--- src/design/plist_pkg.sv ---
// ----------------------------------------------------------------------------
// plist_pkg
// Shared types and constants for the positional list unit: command codes,
// status codes and default sizes.
// ----------------------------------------------------------------------------
`default_nettype none

package plist_pkg;

   // Default sizes for the top-level parameters
   localparam int CapacityDefault     = 64;
   localparam int ElementWidthDefault = 32;

   // Fixed field widths
   localparam int CMD_W    = 3;
   localparam int STATUS_W = 2;

   // Command codes; the two unused codes fall to the default arm
   typedef enum logic [CMD_W-1:0] {
      CMD_INS_HEAD = 3'd0,
      CMD_INS_TAIL = 3'd1,
      CMD_INS_AT   = 3'd2,
      CMD_REM_HEAD = 3'd3,
      CMD_REM_TAIL = 3'd4,
      CMD_REM_AT   = 3'd5
   } cmd_type;

   // Result status codes
   typedef enum logic [STATUS_W-1:0] {
      STAT_OK    = 2'd0,
      STAT_RANGE = 2'd1,
      STAT_FULL  = 2'd2
   } status_type;

endpackage

`default_nettype wire

--- src/design/plist_ram.sv ---
// ----------------------------------------------------------------------------
// plist_ram
// Generic single-clock RAM: one write port, one read port, read data
// registered.
// ----------------------------------------------------------------------------
`default_nettype none

module plist_ram #(
   parameter int  WIDTH = 32,
   parameter int  DEPTH = 64,
   localparam int AddrW = $clog2(DEPTH)
) (
   input  wire logic             clock,
   input  wire logic             wr_en,
   input  wire logic [AddrW-1:0] wr_addr,
   input  wire logic [WIDTH-1:0] wr_data,
   input  wire logic             rd_en,
   input  wire logic [AddrW-1:0] rd_addr,
   output logic      [WIDTH-1:0] rd_data
);

   logic [WIDTH-1:0] mem_ff [DEPTH];

   // Write, and register the read word
   always_ff @(posedge clock) begin
      if (wr_en) begin
         mem_ff[wr_addr] <= wr_data;
      end
      if (rd_en) begin
         rd_data <= mem_ff[rd_addr];
      end
   end

endmodule

`default_nettype wire

--- src/design/positional_list_insert_remove_unit.sv ---
// ----------------------------------------------------------------------------
// positional_list_insert_remove_unit
// Ordered list of up to CAPACITY element words held in one RAM. Inserts and
// removes at head, tail or a given position, shifting entries one a cycle.
// ----------------------------------------------------------------------------
//  channel | direction | transfer carries
//  --------+-----------+------------------------------------------------------
//  req_    | in        | cmd, position, element_in
//  rsp_    | out       | element_out, status, count_after
//
//  An item runs shortest for a rejected command and longest for an insert
//  at the head of the list, set by the one RAM read and one RAM write per
//  cycle of the shift walk.
//  Reset empties the list at once; no clearing pass is needed.
//  A result waits in the output register while the next item is taken; a
//  stalled rsp_ side holds the sequencer in its result state.
// ----------------------------------------------------------------------------
`default_nettype none

module positional_list_insert_remove_unit #(
   parameter int  CAPACITY      = plist_pkg::CapacityDefault,
   parameter int  ELEMENT_WIDTH = plist_pkg::ElementWidthDefault,
   localparam int PosW  = $clog2(CAPACITY + 1),
   localparam int ReqW  = ((plist_pkg::CMD_W + PosW + ELEMENT_WIDTH + 7) / 8) * 8,
   localparam int RspW  = ((ELEMENT_WIDTH + plist_pkg::STATUS_W + PosW + 7) / 8) * 8
) (
   input  wire logic            clock,
   input  wire logic            reset,
   input  wire logic            req_tvalid,
   output logic                 req_tready,
   // cmd, position, element_in (lowest bit first)
   input  wire logic [ReqW-1:0] req_tdata,
   output logic                 rsp_tvalid,
   input  wire logic            rsp_tready,
   // element_out, status, count_after (lowest bit first)
   output logic      [RspW-1:0] rsp_tdata
);

   localparam int AddrW = $clog2(CAPACITY);
   localparam int CmdW  = plist_pkg::CMD_W;

   typedef enum logic [2:0] {
      S_IDLE,
      S_INS_SHIFT,
      S_INS_PLACE,
      S_REM_TAKE,
      S_REM_SHIFT,
      S_RESP
   } state_type;

   state_type                state_ff, state_in;
   logic [PosW-1:0]          count_ff, count_in;
   logic [AddrW-1:0]         ptr_ff, ptr_in;
   logic [AddrW-1:0]         pos_ff, pos_in;
   logic [AddrW-1:0]         end_ff, end_in;
   logic [ELEMENT_WIDTH-1:0] value_ff, value_in;
   logic [ELEMENT_WIDTH-1:0] taken_ff, taken_in;
   plist_pkg::status_type    status_ff, status_in;
   logic                     rsp_valid_ff, rsp_valid_in;
   logic [RspW-1:0]          rsp_data_ff, rsp_data_in;

   // Request fields
   plist_pkg::cmd_type       req_cmd;
   logic [PosW-1:0]          req_pos;
   logic [ELEMENT_WIDTH-1:0] req_elem;

   // Decoded command
   logic                     is_ins;
   logic                     is_rem;
   logic [PosW-1:0]          dec_pos;

   // RAM port
   logic                     ram_wr_en;
   logic [AddrW-1:0]         ram_wr_addr;
   logic [ELEMENT_WIDTH-1:0] ram_wr_data;
   logic                     ram_rd_en;
   logic [AddrW-1:0]         ram_rd_addr;
   logic [ELEMENT_WIDTH-1:0] ram_rd_data;

   // Unpack the request
   assign req_cmd  = plist_pkg::cmd_type'(req_tdata[CmdW-1:0]);
   assign req_pos  = req_tdata[CmdW+PosW-1:CmdW];
   assign req_elem = req_tdata[CmdW+PosW+ELEMENT_WIDTH-1:CmdW+PosW];

   // Resolve each defined command to insert or remove at one index
   always_comb begin
      is_ins  = 1'b0;
      is_rem  = 1'b0;
      dec_pos = '0;
      case (req_cmd)
         plist_pkg::CMD_INS_HEAD: begin
            is_ins = 1'b1;
         end
         plist_pkg::CMD_INS_TAIL: begin
            is_ins  = 1'b1;
            dec_pos = count_ff;
         end
         plist_pkg::CMD_INS_AT: begin
            is_ins  = 1'b1;
            dec_pos = req_pos;
         end
         plist_pkg::CMD_REM_HEAD: begin
            is_rem = 1'b1;
         end
         plist_pkg::CMD_REM_TAIL: begin
            // empty list wraps here but is caught by the empty check
            is_rem  = 1'b1;
            dec_pos = count_ff - PosW'(1);
         end
         plist_pkg::CMD_REM_AT: begin
            is_rem  = 1'b1;
            dec_pos = req_pos;
         end
         default: begin
            is_ins = 1'b0;
         end
      endcase
   end

   // Sequencer: decode, walk the shift through the RAM, deliver the result
   always_comb begin
      state_in     = state_ff;
      count_in     = count_ff;
      ptr_in       = ptr_ff;
      pos_in       = pos_ff;
      end_in       = end_ff;
      value_in     = value_ff;
      taken_in     = taken_ff;
      status_in    = status_ff;
      rsp_valid_in = rsp_valid_ff & ~rsp_tready;
      rsp_data_in  = rsp_data_ff;
      ram_rd_en    = 1'b0;
      ram_rd_addr  = ptr_ff;
      ram_wr_en    = 1'b0;
      ram_wr_addr  = ptr_ff;
      ram_wr_data  = ram_rd_data;
      req_tready   = (state_ff == S_IDLE);

      case (state_ff)
         S_IDLE: begin
            if (req_tvalid) begin
               value_in  = req_elem;
               taken_in  = '0;
               status_in = plist_pkg::STAT_OK;
               state_in  = S_RESP;
               if (is_ins) begin
                  if (dec_pos > count_ff) begin
                     status_in = plist_pkg::STAT_RANGE;
                  end else if (count_ff == PosW'(CAPACITY)) begin
                     status_in = plist_pkg::STAT_FULL;
                  end else if (dec_pos == count_ff) begin
                     // append: nothing to shift
                     ram_wr_en   = 1'b1;
                     ram_wr_addr = AddrW'(dec_pos);
                     ram_wr_data = req_elem;
                     count_in    = count_ff + PosW'(1);
                  end else begin
                     // start the upward shift at the tail
                     ram_rd_en   = 1'b1;
                     ram_rd_addr = AddrW'(count_ff - PosW'(1));
                     ptr_in      = AddrW'(count_ff - PosW'(1));
                     pos_in      = AddrW'(dec_pos);
                     state_in    = S_INS_SHIFT;
                  end
               end else if (is_rem) begin
                  if (count_ff == '0 || dec_pos >= count_ff) begin
                     status_in = plist_pkg::STAT_RANGE;
                  end else begin
                     ram_rd_en   = 1'b1;
                     ram_rd_addr = AddrW'(dec_pos);
                     ptr_in      = AddrW'(dec_pos);
                     end_in      = AddrW'(count_ff - PosW'(1));
                     state_in    = S_REM_TAKE;
                  end
               end else begin
                  status_in = plist_pkg::STAT_RANGE;
               end
            end
         end
         S_INS_SHIFT: begin
            // move entry ptr up by one, read the next one down
            ram_wr_en   = 1'b1;
            ram_wr_addr = ptr_ff + AddrW'(1);
            if (ptr_ff == pos_ff) begin
               state_in = S_INS_PLACE;
            end else begin
               ram_rd_en   = 1'b1;
               ram_rd_addr = ptr_ff - AddrW'(1);
               ptr_in      = ptr_ff - AddrW'(1);
            end
         end
         S_INS_PLACE: begin
            ram_wr_en   = 1'b1;
            ram_wr_addr = pos_ff;
            ram_wr_data = value_ff;
            count_in    = count_ff + PosW'(1);
            state_in    = S_RESP;
         end
         S_REM_TAKE: begin
            // hold the removed word, then walk the later entries down
            taken_in = ram_rd_data;
            if (ptr_ff == end_ff) begin
               count_in = count_ff - PosW'(1);
               state_in = S_RESP;
            end else begin
               ram_rd_en   = 1'b1;
               ram_rd_addr = ptr_ff + AddrW'(1);
               ptr_in      = ptr_ff + AddrW'(1);
               state_in    = S_REM_SHIFT;
            end
         end
         S_REM_SHIFT: begin
            ram_wr_en   = 1'b1;
            ram_wr_addr = ptr_ff - AddrW'(1);
            if (ptr_ff == end_ff) begin
               count_in = count_ff - PosW'(1);
               state_in = S_RESP;
            end else begin
               ram_rd_en   = 1'b1;
               ram_rd_addr = ptr_ff + AddrW'(1);
               ptr_in      = ptr_ff + AddrW'(1);
            end
         end
         S_RESP: begin
            // load the output register once it is free
            if (!rsp_valid_ff || rsp_tready) begin
               rsp_valid_in = 1'b1;
               rsp_data_in  = RspW'({count_ff, status_ff, taken_ff});
               state_in     = S_IDLE;
            end
         end
         default: begin
            state_in = S_IDLE;
         end
      endcase
   end

   // Hold state and registered outputs
   always_ff @(posedge clock) begin
      ptr_ff      <= ptr_in;
      pos_ff      <= pos_in;
      end_ff      <= end_in;
      value_ff    <= value_in;
      taken_ff    <= taken_in;
      status_ff   <= status_in;
      rsp_data_ff <= rsp_data_in;
      if (reset) begin
         state_ff     <= S_IDLE;
         count_ff     <= '0;
         rsp_valid_ff <= 1'b0;
      end else begin
         state_ff     <= state_in;
         count_ff     <= count_in;
         rsp_valid_ff <= rsp_valid_in;
      end
   end

   assign rsp_tvalid = rsp_valid_ff;
   assign rsp_tdata  = rsp_data_ff;

   // Element store
   plist_ram #(
      .WIDTH (ELEMENT_WIDTH),
      .DEPTH (CAPACITY)
   ) u_store (
      .clock   (clock),
      .wr_en   (ram_wr_en),
      .wr_addr (ram_wr_addr),
      .wr_data (ram_wr_data),
      .rd_en   (ram_rd_en),
      .rd_addr (ram_rd_addr),
      .rd_data (ram_rd_data)
   );

endmodule

`default_nettype wire
--- config.mk ---
export PLATFORM = sky130hd
export DESIGN_NAME = positional_list_insert_remove_unit
export DESIGN_NICKNAME = d
export VERILOG_FILES = /design/src/design/plist_pkg.sv /design/src/design/plist_ram.sv /design/src/design/positional_list_insert_remove_unit.sv
export SDC_FILE = /design/constraint.sdc
export NUM_CORES = 2
export LEC_CHECK = 0
export BUFFER_PORTS_ARGS = -buffer_cell sky130_fd_sc_hd__clkbuf_2
export CAP_MARGIN = 20
export CORE_MARGIN = 3
export CORE_UTILIZATION = 66
export CTS_CLUSTER_DIAMETER = 120
export DETAILED_ROUTE_END_ITERATION = 8
export GPL_ROUTABILITY_DRIVEN = 1
export MAX_ROUTING_LAYER = met4
export PLACE_DENSITY = 0.83
export RECOVER_POWER = 100
export SLEW_MARGIN = 20
export SYNTH_ARGS = -nofsm -noshare
export SYNTH_HDL_FRONTEND = slang
export SYNTH_HIERARCHICAL = 1
export SYNTH_SLANG_ARGS = --single-unit
--- constraint.sdc ---
create_clock -name clock -period 14.64 [get_ports clock]
set_clock_uncertainty 0.1 [all_clocks]
set_input_delay 2.196 -clock clock [delete_from_list [all_inputs] [get_ports clock]]
set_output_delay 2.196 -clock clock [all_outputs]
set_load 0.1 [all_outputs]
Word-level counts from Yosys, hierarchy flattened
Memories as Yosys holds them, arrays and structs flattened. A register that Yosys moved wholly into a read port is not among the register bits.
Index checks and enable logic that the tools add are counted.
- register bits: 136
- RAM bits: 2048
- input port bits: 52
- word-level logic and storage cells: 138
- memories kept: 1
- memories (name ; depth ; bits a word ; rd ports ; clocked after Yosys merged registers in ; write ports ; RTL line ; text):
    u_store.mem_ff ; 64 ; 32 ; 1 ; 1 ; 1 ; plist_ram.sv:22 ; logic [WIDTH-1:0] mem_ff [DEPTH];
- add/subtract/negate cells: 4
- magnitude comparators: 2
- equality and inequality tests: 23
- muxes and demuxes: 71
- bitwise logic cells: 7
- reduce and logical (&&, ||, !) cells: 20
- operators with widths (cell ; count):
    32-bit 2-to-1 mux ; 6
    32-bit one-hot mux with 2 select lines ; 2
    6-bit 2-to-1 mux ; 14
    7-bit 2-to-1 mux ; 6
    7-bit one-hot mux with 3 select lines ; 2
    3-bit 2-to-1 mux ; 10
    6-bit one-hot mux with 4 select lines ; 1
    1-bit 2-to-1 mux ; 22
    3-bit one-hot mux with 6 select lines ; 1
    6-bit one-hot mux with 3 select lines ; 1
    3-bit by 2-bit equality test with 1-bit output, second input constant ; 4
    3-bit equality test, second input constant ; 4
    6-bit equality test ; 2
    2-bit != test, second input constant ; 6
    3-bit OR reduction ; 3
    2-bit 2-to-1 mux ; 4
    7-bit by 1-bit adder with 7-bit output, second input constant ; 1
    7-bit equality test ; 1
    7-bit equality test, second input constant ; 1
    7-bit >= comparator ; 1
    7-bit > comparator ; 1
    7-bit zero test ; 1
    7-bit AND reduction ; 1
    7-bit by 1-bit subtractor with 7-bit output, second input constant ; 1
    other kinds (18) ; 31

Longest topological paths before layout
- word-level depth: 12
- mapped depth: 26
- gate-level depth less buffers: 20

By module
Netlist, hierarchy kept.
- modules (own cells, without submodules) (module ; instances ; cells each ; area an instance (um2) ; sequential area each (um2)):
    plist_ram ; 1 ; 3511 ; 79359.9 ; 62459.9
    positional_list_insert_remove_unit ; 1 ; 709 ; 7413.4 ; 3913.8

Worst setup path before layout
OpenSTA, ideal clock, no wires.
- kind: in2reg
- start: input req_tdata[0]
- end: memory u_store.mem_ff[28][0] (enable)
- library setup time: 0.421 ns
- arrival: 7.298 ns
- data required time: 14.119 ns
- path slack: 6.821 ns
- cell stages on the path: 20
- path through: buf_2 -> buf_1 -> nor3b_1 -> a21oi_1 -> a2bb2oi_1 -> a2bb2oi_1 -> inv_1 -> ha_1 -> nand4_1 -> nor3_1 -> and4_1 -> buf_4 -> buf_2 -> nand2_1 -> o221ai_1 -> clkbuf_1 -> or3b_2 -> or2_2 -> clkbuf_1 -> nor2_1
- RTL lines (what ; RTL line ; text):
    start: declaration ; positional_list_insert_remove_unit.sv:32 ; input wire logic [ReqW-1:0] req_tdata,
    3-bit equality test / 3-bit by 2-bit equality test with 1-bit output (equally long branches) ; positional_list_insert_remove_unit.sv:90 ; case (req_cmd)
    2-bit OR reduction (no line) ; n/a ;
    7-bit one-hot mux with 3 select lines (*) ; positional_list_insert_remove_unit.sv:90 ;
    net dec_pos[2] ; positional_list_insert_remove_unit.sv:70 ; logic [PosW-1:0] dec_pos;
    parallel branches: the longest is 3 deep, another holds 7-bit > comparator ; n/a ;
    6-bit 2-to-1 mux (*) ; positional_list_insert_remove_unit.sv:147 ; if (dec_pos > count_ff) begin
    6-bit 2-to-1 mux (*) ; positional_list_insert_remove_unit.sv:146 ; if (is_ins) begin
    6-bit 2-to-1 mux (*) ; positional_list_insert_remove_unit.sv:141 ; if (req_tvalid) begin
    6-bit one-hot mux with 4 select lines (*) ; positional_list_insert_remove_unit.sv:139 ; case (state_ff)
    net ram_wr_addr[2] ; positional_list_insert_remove_unit.sv:74 ; logic [AddrW-1:0] ram_wr_addr;
    end: declaration ; plist_ram.sv:22 ;
Mark *: on every way through the listed nets, which the timed path passes.

Worst setup path in the final report
- start: input req_tdata[0]
- end: register u_store.rd_data[6] (read register of u_store.mem_ff), data pin
- cells in the longest elaborated chain, start to end: 10
- ends and longest elaborated chain (what ; RTL line ; text):
    3-bit equality test / 3-bit by 2-bit equality test with 1-bit output (equally long branches) ; positional_list_insert_remove_unit.sv:90 ;
    2-bit OR reduction (no line) ; n/a ;
    7-bit one-hot mux with 3 select lines (*) ; positional_list_insert_remove_unit.sv:90 ;
    net dec_pos[3] ; positional_list_insert_remove_unit.sv:70 ;
    7-bit >= comparator / 7-bit equality test (equally long branches) ; positional_list_insert_remove_unit.sv:166, positional_list_insert_remove_unit.sv:151 ;
    1-bit logical OR / 6-bit 2-to-1 mux (equally long branches) ; positional_list_insert_remove_unit.sv:166, positional_list_insert_remove_unit.sv:151 ;
    6-bit 2-to-1 mux (on tied branches) ; n/a ;
    6-bit 2-to-1 mux (on tied branches) ; positional_list_insert_remove_unit.sv:165, positional_list_insert_remove_unit.sv:147 ;
    6-bit 2-to-1 mux (*) ; n/a ;
    6-bit 2-to-1 mux (*) ; positional_list_insert_remove_unit.sv:141 ;
    6-bit one-hot mux with 3 select lines (*) ; positional_list_insert_remove_unit.sv:139 ;
    net ptr_in[2] ; positional_list_insert_remove_unit.sv:53 ; logic [AddrW-1:0] ptr_ff, ptr_in;
    end: declaration ; plist_ram.sv:19 ; output logic [WIDTH-1:0] rd_data
The timed path passes the listed nets; every way through them passes the cells marked *.
A chain may end at the register's enable or synchronous reset.

==> metrics.md <==
| Metric | Value |
|---|---|
| Global route total overflow | `0` |
| Initial Util | `0.6676` |
| Most common cell after layout, fill and taps aside | `edfxtp_1` |
| Tcrit/Tclk final | `0.8094` |
| Via count | `48200` |
| Netlist cell types | `85` |
| Reg clk slew, reported paths | `0.06 ns` |
| RSZ-0062 raised after global routing | `false` |
| Largest net degree at the start of global routing | `between 100 and 150` |
| Average size of a mapped cell | `just over 20 um2` |
| Worst-Skew Late Latency | `0.84 ns` |
| Nets@finish | `4460` |
| Cells after DPL | `5940` |
| Die Span Y | `368.6 um` |
| CTS H-tree lvls | `4` |
| Slew headroom | `-1.671` |
| Cell Area, Synth | `86770 um2` |
| Detailed-router iteration count before antenna repair | `6` |
| Number of synthesized flops with an enable pin | `2199` |
| Global Route Usage Sum | `0.3810` |
| Maximum root-to-sink buffer count | `3` |
| Status | `finished with violations` |
| # resized after CTS | `0` |
| #FFs+latches synth | `2216` |
| Num CTS Buffers | `196` |
| Failing checks | `max-capacitance violations, max-slew violations` |
| Post-synth ARST share | `0` |
| CP arrival | `12.43 ns` |
| Die width | `around 370 um` |
| Hold Path Class | `register to register` |
| Final HPWL DP | `121100 um` |
| Core Region | `130000 um2` |
| CTS tree | `done` |
| CP Class | `primary input to register` |
| Pin slew with the least headroom to its limit | `4.006 ns` |
| Sequential fraction of the synthesis area | `0.7649` |
| Setup violations, final | `0` |
| Setup_tns | `0 ns` |
| Crit Path Max Fanout | `62` |
| Most frequent cells in the layout | `edfxtp_1 (2199), mux4_2 (446), clkbuf_1 (222)` |
| Routed Antenna Nets | `0` |
| Critical path launch point type | `primary input` |
| Final Wtd Congestion | `0.8980` |
| Max cap viols | `between 100 and 150` |
| Max-slew violation count | `4448` |
| Fmax | `between 80 and 90 MHz` |
| Share of layout cells above drive strength 1 | `0.1963` |
| Initial antenna violation count | `17` |
| Post-CTS Hold Buffers | `0` |
| Post-CTS setup repair buffer count | `0` |
| Crit end category | `register` |
| Initial DRC Count | `9299` |
| Min cycle time layout | `around 12 ns` |
| Final Hold Vio Count | `0` |
| # IOs | `102` |
| CTS sink cnt | `~2200` |
| Layout overhead on the synthesized area | `10.05%` |
| Vias per cell | `7.636` |
| Clk root buf | `clkbuf_16` |
| PortBufs | `88` |
| Final WL | `248800 um` |
| Dpl ws | `4.614 ns` |
| Die Area | `roughly 140000 um2` |
| Global-route wire length before repair | `approximately 350000 um` |
| Fin util | `0.7347` |
| Cell count after synthesis | `between 4000 and 5000` |
| Critical path required time | `15.22 ns` |
| Ys flop type | `edfxtp_1` |
| Core Rows | `between 100 and 150` |
| Synth warn | `6` |
| Drt wl/cell | `39.41 um` |
| Non-filler instance count after layout | `6313` |
| Drt drc | `0` |
| Vias in the first global route | `48560` |
| Setup WS post-layout | `2.791 ns` |
[registers in the layout, indices dropped and copies added (netlist names)]
register and cells:
u_store/mem_ff 2048, rsp_tdata 41, taken_ff 32, u_store/rd_data 32, value_ff 32, count_ff 7, end_ff 6, pos_ff 6
ptr_ff 6, state_ff 3, status_ff 2, rsp_tvalid 1
[stage by stage]
| stage | hold WS [ns] | cell area (um2) |
|---|---|---|
| after floorplan | 0.3003 | 86800 |
| after global placement | 0.3040 | 89720 |
| after detailed placement | 0.3045 | 89720 |
| after CTS | 0.3194 | 96040 |
| after global routing | 0.3239 | 95490 |
| final | 0.3187 | 95490 |
[path summary, 6_finish.rpt]
check / startpoint / endpoint / slack (ns) / depth (start not counted)
setup reg to reg: count_ff[0] / u_store/rd_data[6] / 3.71 / 22
hold reg to reg: taken_ff[6] / rsp_tdata[6] / 0.32 / 0
hold / removal: taken_ff[6] / rsp_tdata[6] / 0.32 / 0
setup / recovery: req_tdata[0] / u_store/rd_data[6] / 2.79 / 20
[critical path, cell delays in order]
cell,delay (ns)
clkbuf_1,0.70
nand2b_1,0.17
o21ai_0,0.13
a22oi_1,0.08
o21ai_0,0.85
ha_1,0.25
nand4_1,0.19
nand2b_1,0.13
nor2_1,0.06
maj3_1,0.37
o21ai_0,0.78
nor3_1,0.19
o221ai_4,0.23
clkbuf_1,2.33
buf_4,0.90
buf_4,0.80
mux4_2,0.36
o221ai_1,0.23
o21ai_0,1.04
and3_1,0.35
[per-layer routing]
metal  GRT usage  vias up  share of wire
li1            -    18020              -
met1      0.4780    23930           0.30
met2      0.5502     5081           0.45
met3      0.1280     1178           0.17
met4      0.2219        0          0.074
met5           -        -              0
[cell type report]
| type | count | area (um2) |
|---|---|---|
| Fill cell | 6634 | 34490 |
| Clock buffer | 238 | 5105 |
| Clock inverter | 116 | 1214 |
| Antenna cell | 17 | 42.54 |
| Timing Repair Buffer | 239 | 1179 |
| Sequential cell | 2216 | 66370 |
| Multi-Input combinational cell | 1719 | 19300 |
| Tap cell | 1742 | 2180 |
| Inverter | 26 | 97.59 |
[cells by family (layout without fill, tap and decap cells)]
logic type,after synthesis,after routing,synth area share
AOI/OAI and AO/OA,574,574,0.04692
xor gates and xnor gates,24,24,0.002422
adders and majority gates,11,11,0.001572
buffers and inverters,291,619,0.01909
DFF,2216,2216,0.7649
muxes,641,641,0.1383
other,1,24,0.00004322
and+or+nand+nor,462,462,0.02672
[synth_stat cells, types with 10 or more instances]
master / number / share of area
nand3_1: 87 / 0.0050
o211ai_1: 17 / 0.0015
buf_6: 32 / 0.0042
buf_2: 63 / 0.0036
mux2i_1: 193 / 0.022
edfxtp_1: 2199 / 0.76
a22o_1: 16 / 0.0016
o22ai_1: 50 / 0.0036
nand2b_1: 14 / 0.0010
clkbuf_1: 109 / 0.0047
and2_1: 37 / 0.0027
o22a_1: 14 / 0.0014
mux4_2: 446 / 0.12
nor3_1: 19 / 0.0011
a211o_1: 10 / 0.0010
a31oi_1: 29 / 0.0021
a311o_1: 13 / 0.0015
xor2_1: 10 / 0.0010
or3_1: 10 / 0.00072
a221o_1: 33 / 0.0038
o221ai_1: 20 / 0.0020
xnor2_1: 14 / 0.0014
inv_1: 25 / 0.0011
nor2b_1: 19 / 0.0014
nor2_1: 119 / 0.0051
a211oi_1: 24 / 0.0021
o21ai_0: 59 / 0.0034
dfxtp_1: 17 / 0.0039
a22oi_1: 135 / 0.012
buf_4: 37 / 0.0032
a21oi_1: 102 / 0.0059
ha_1: 10 / 0.0014
nand2_1: 96 / 0.0042
buf_1: 15 / 0.00065
Power is left out: the tool's default activity adds up to more than one toggle a clock period on the data nets, which glitch-free logic cannot reach.
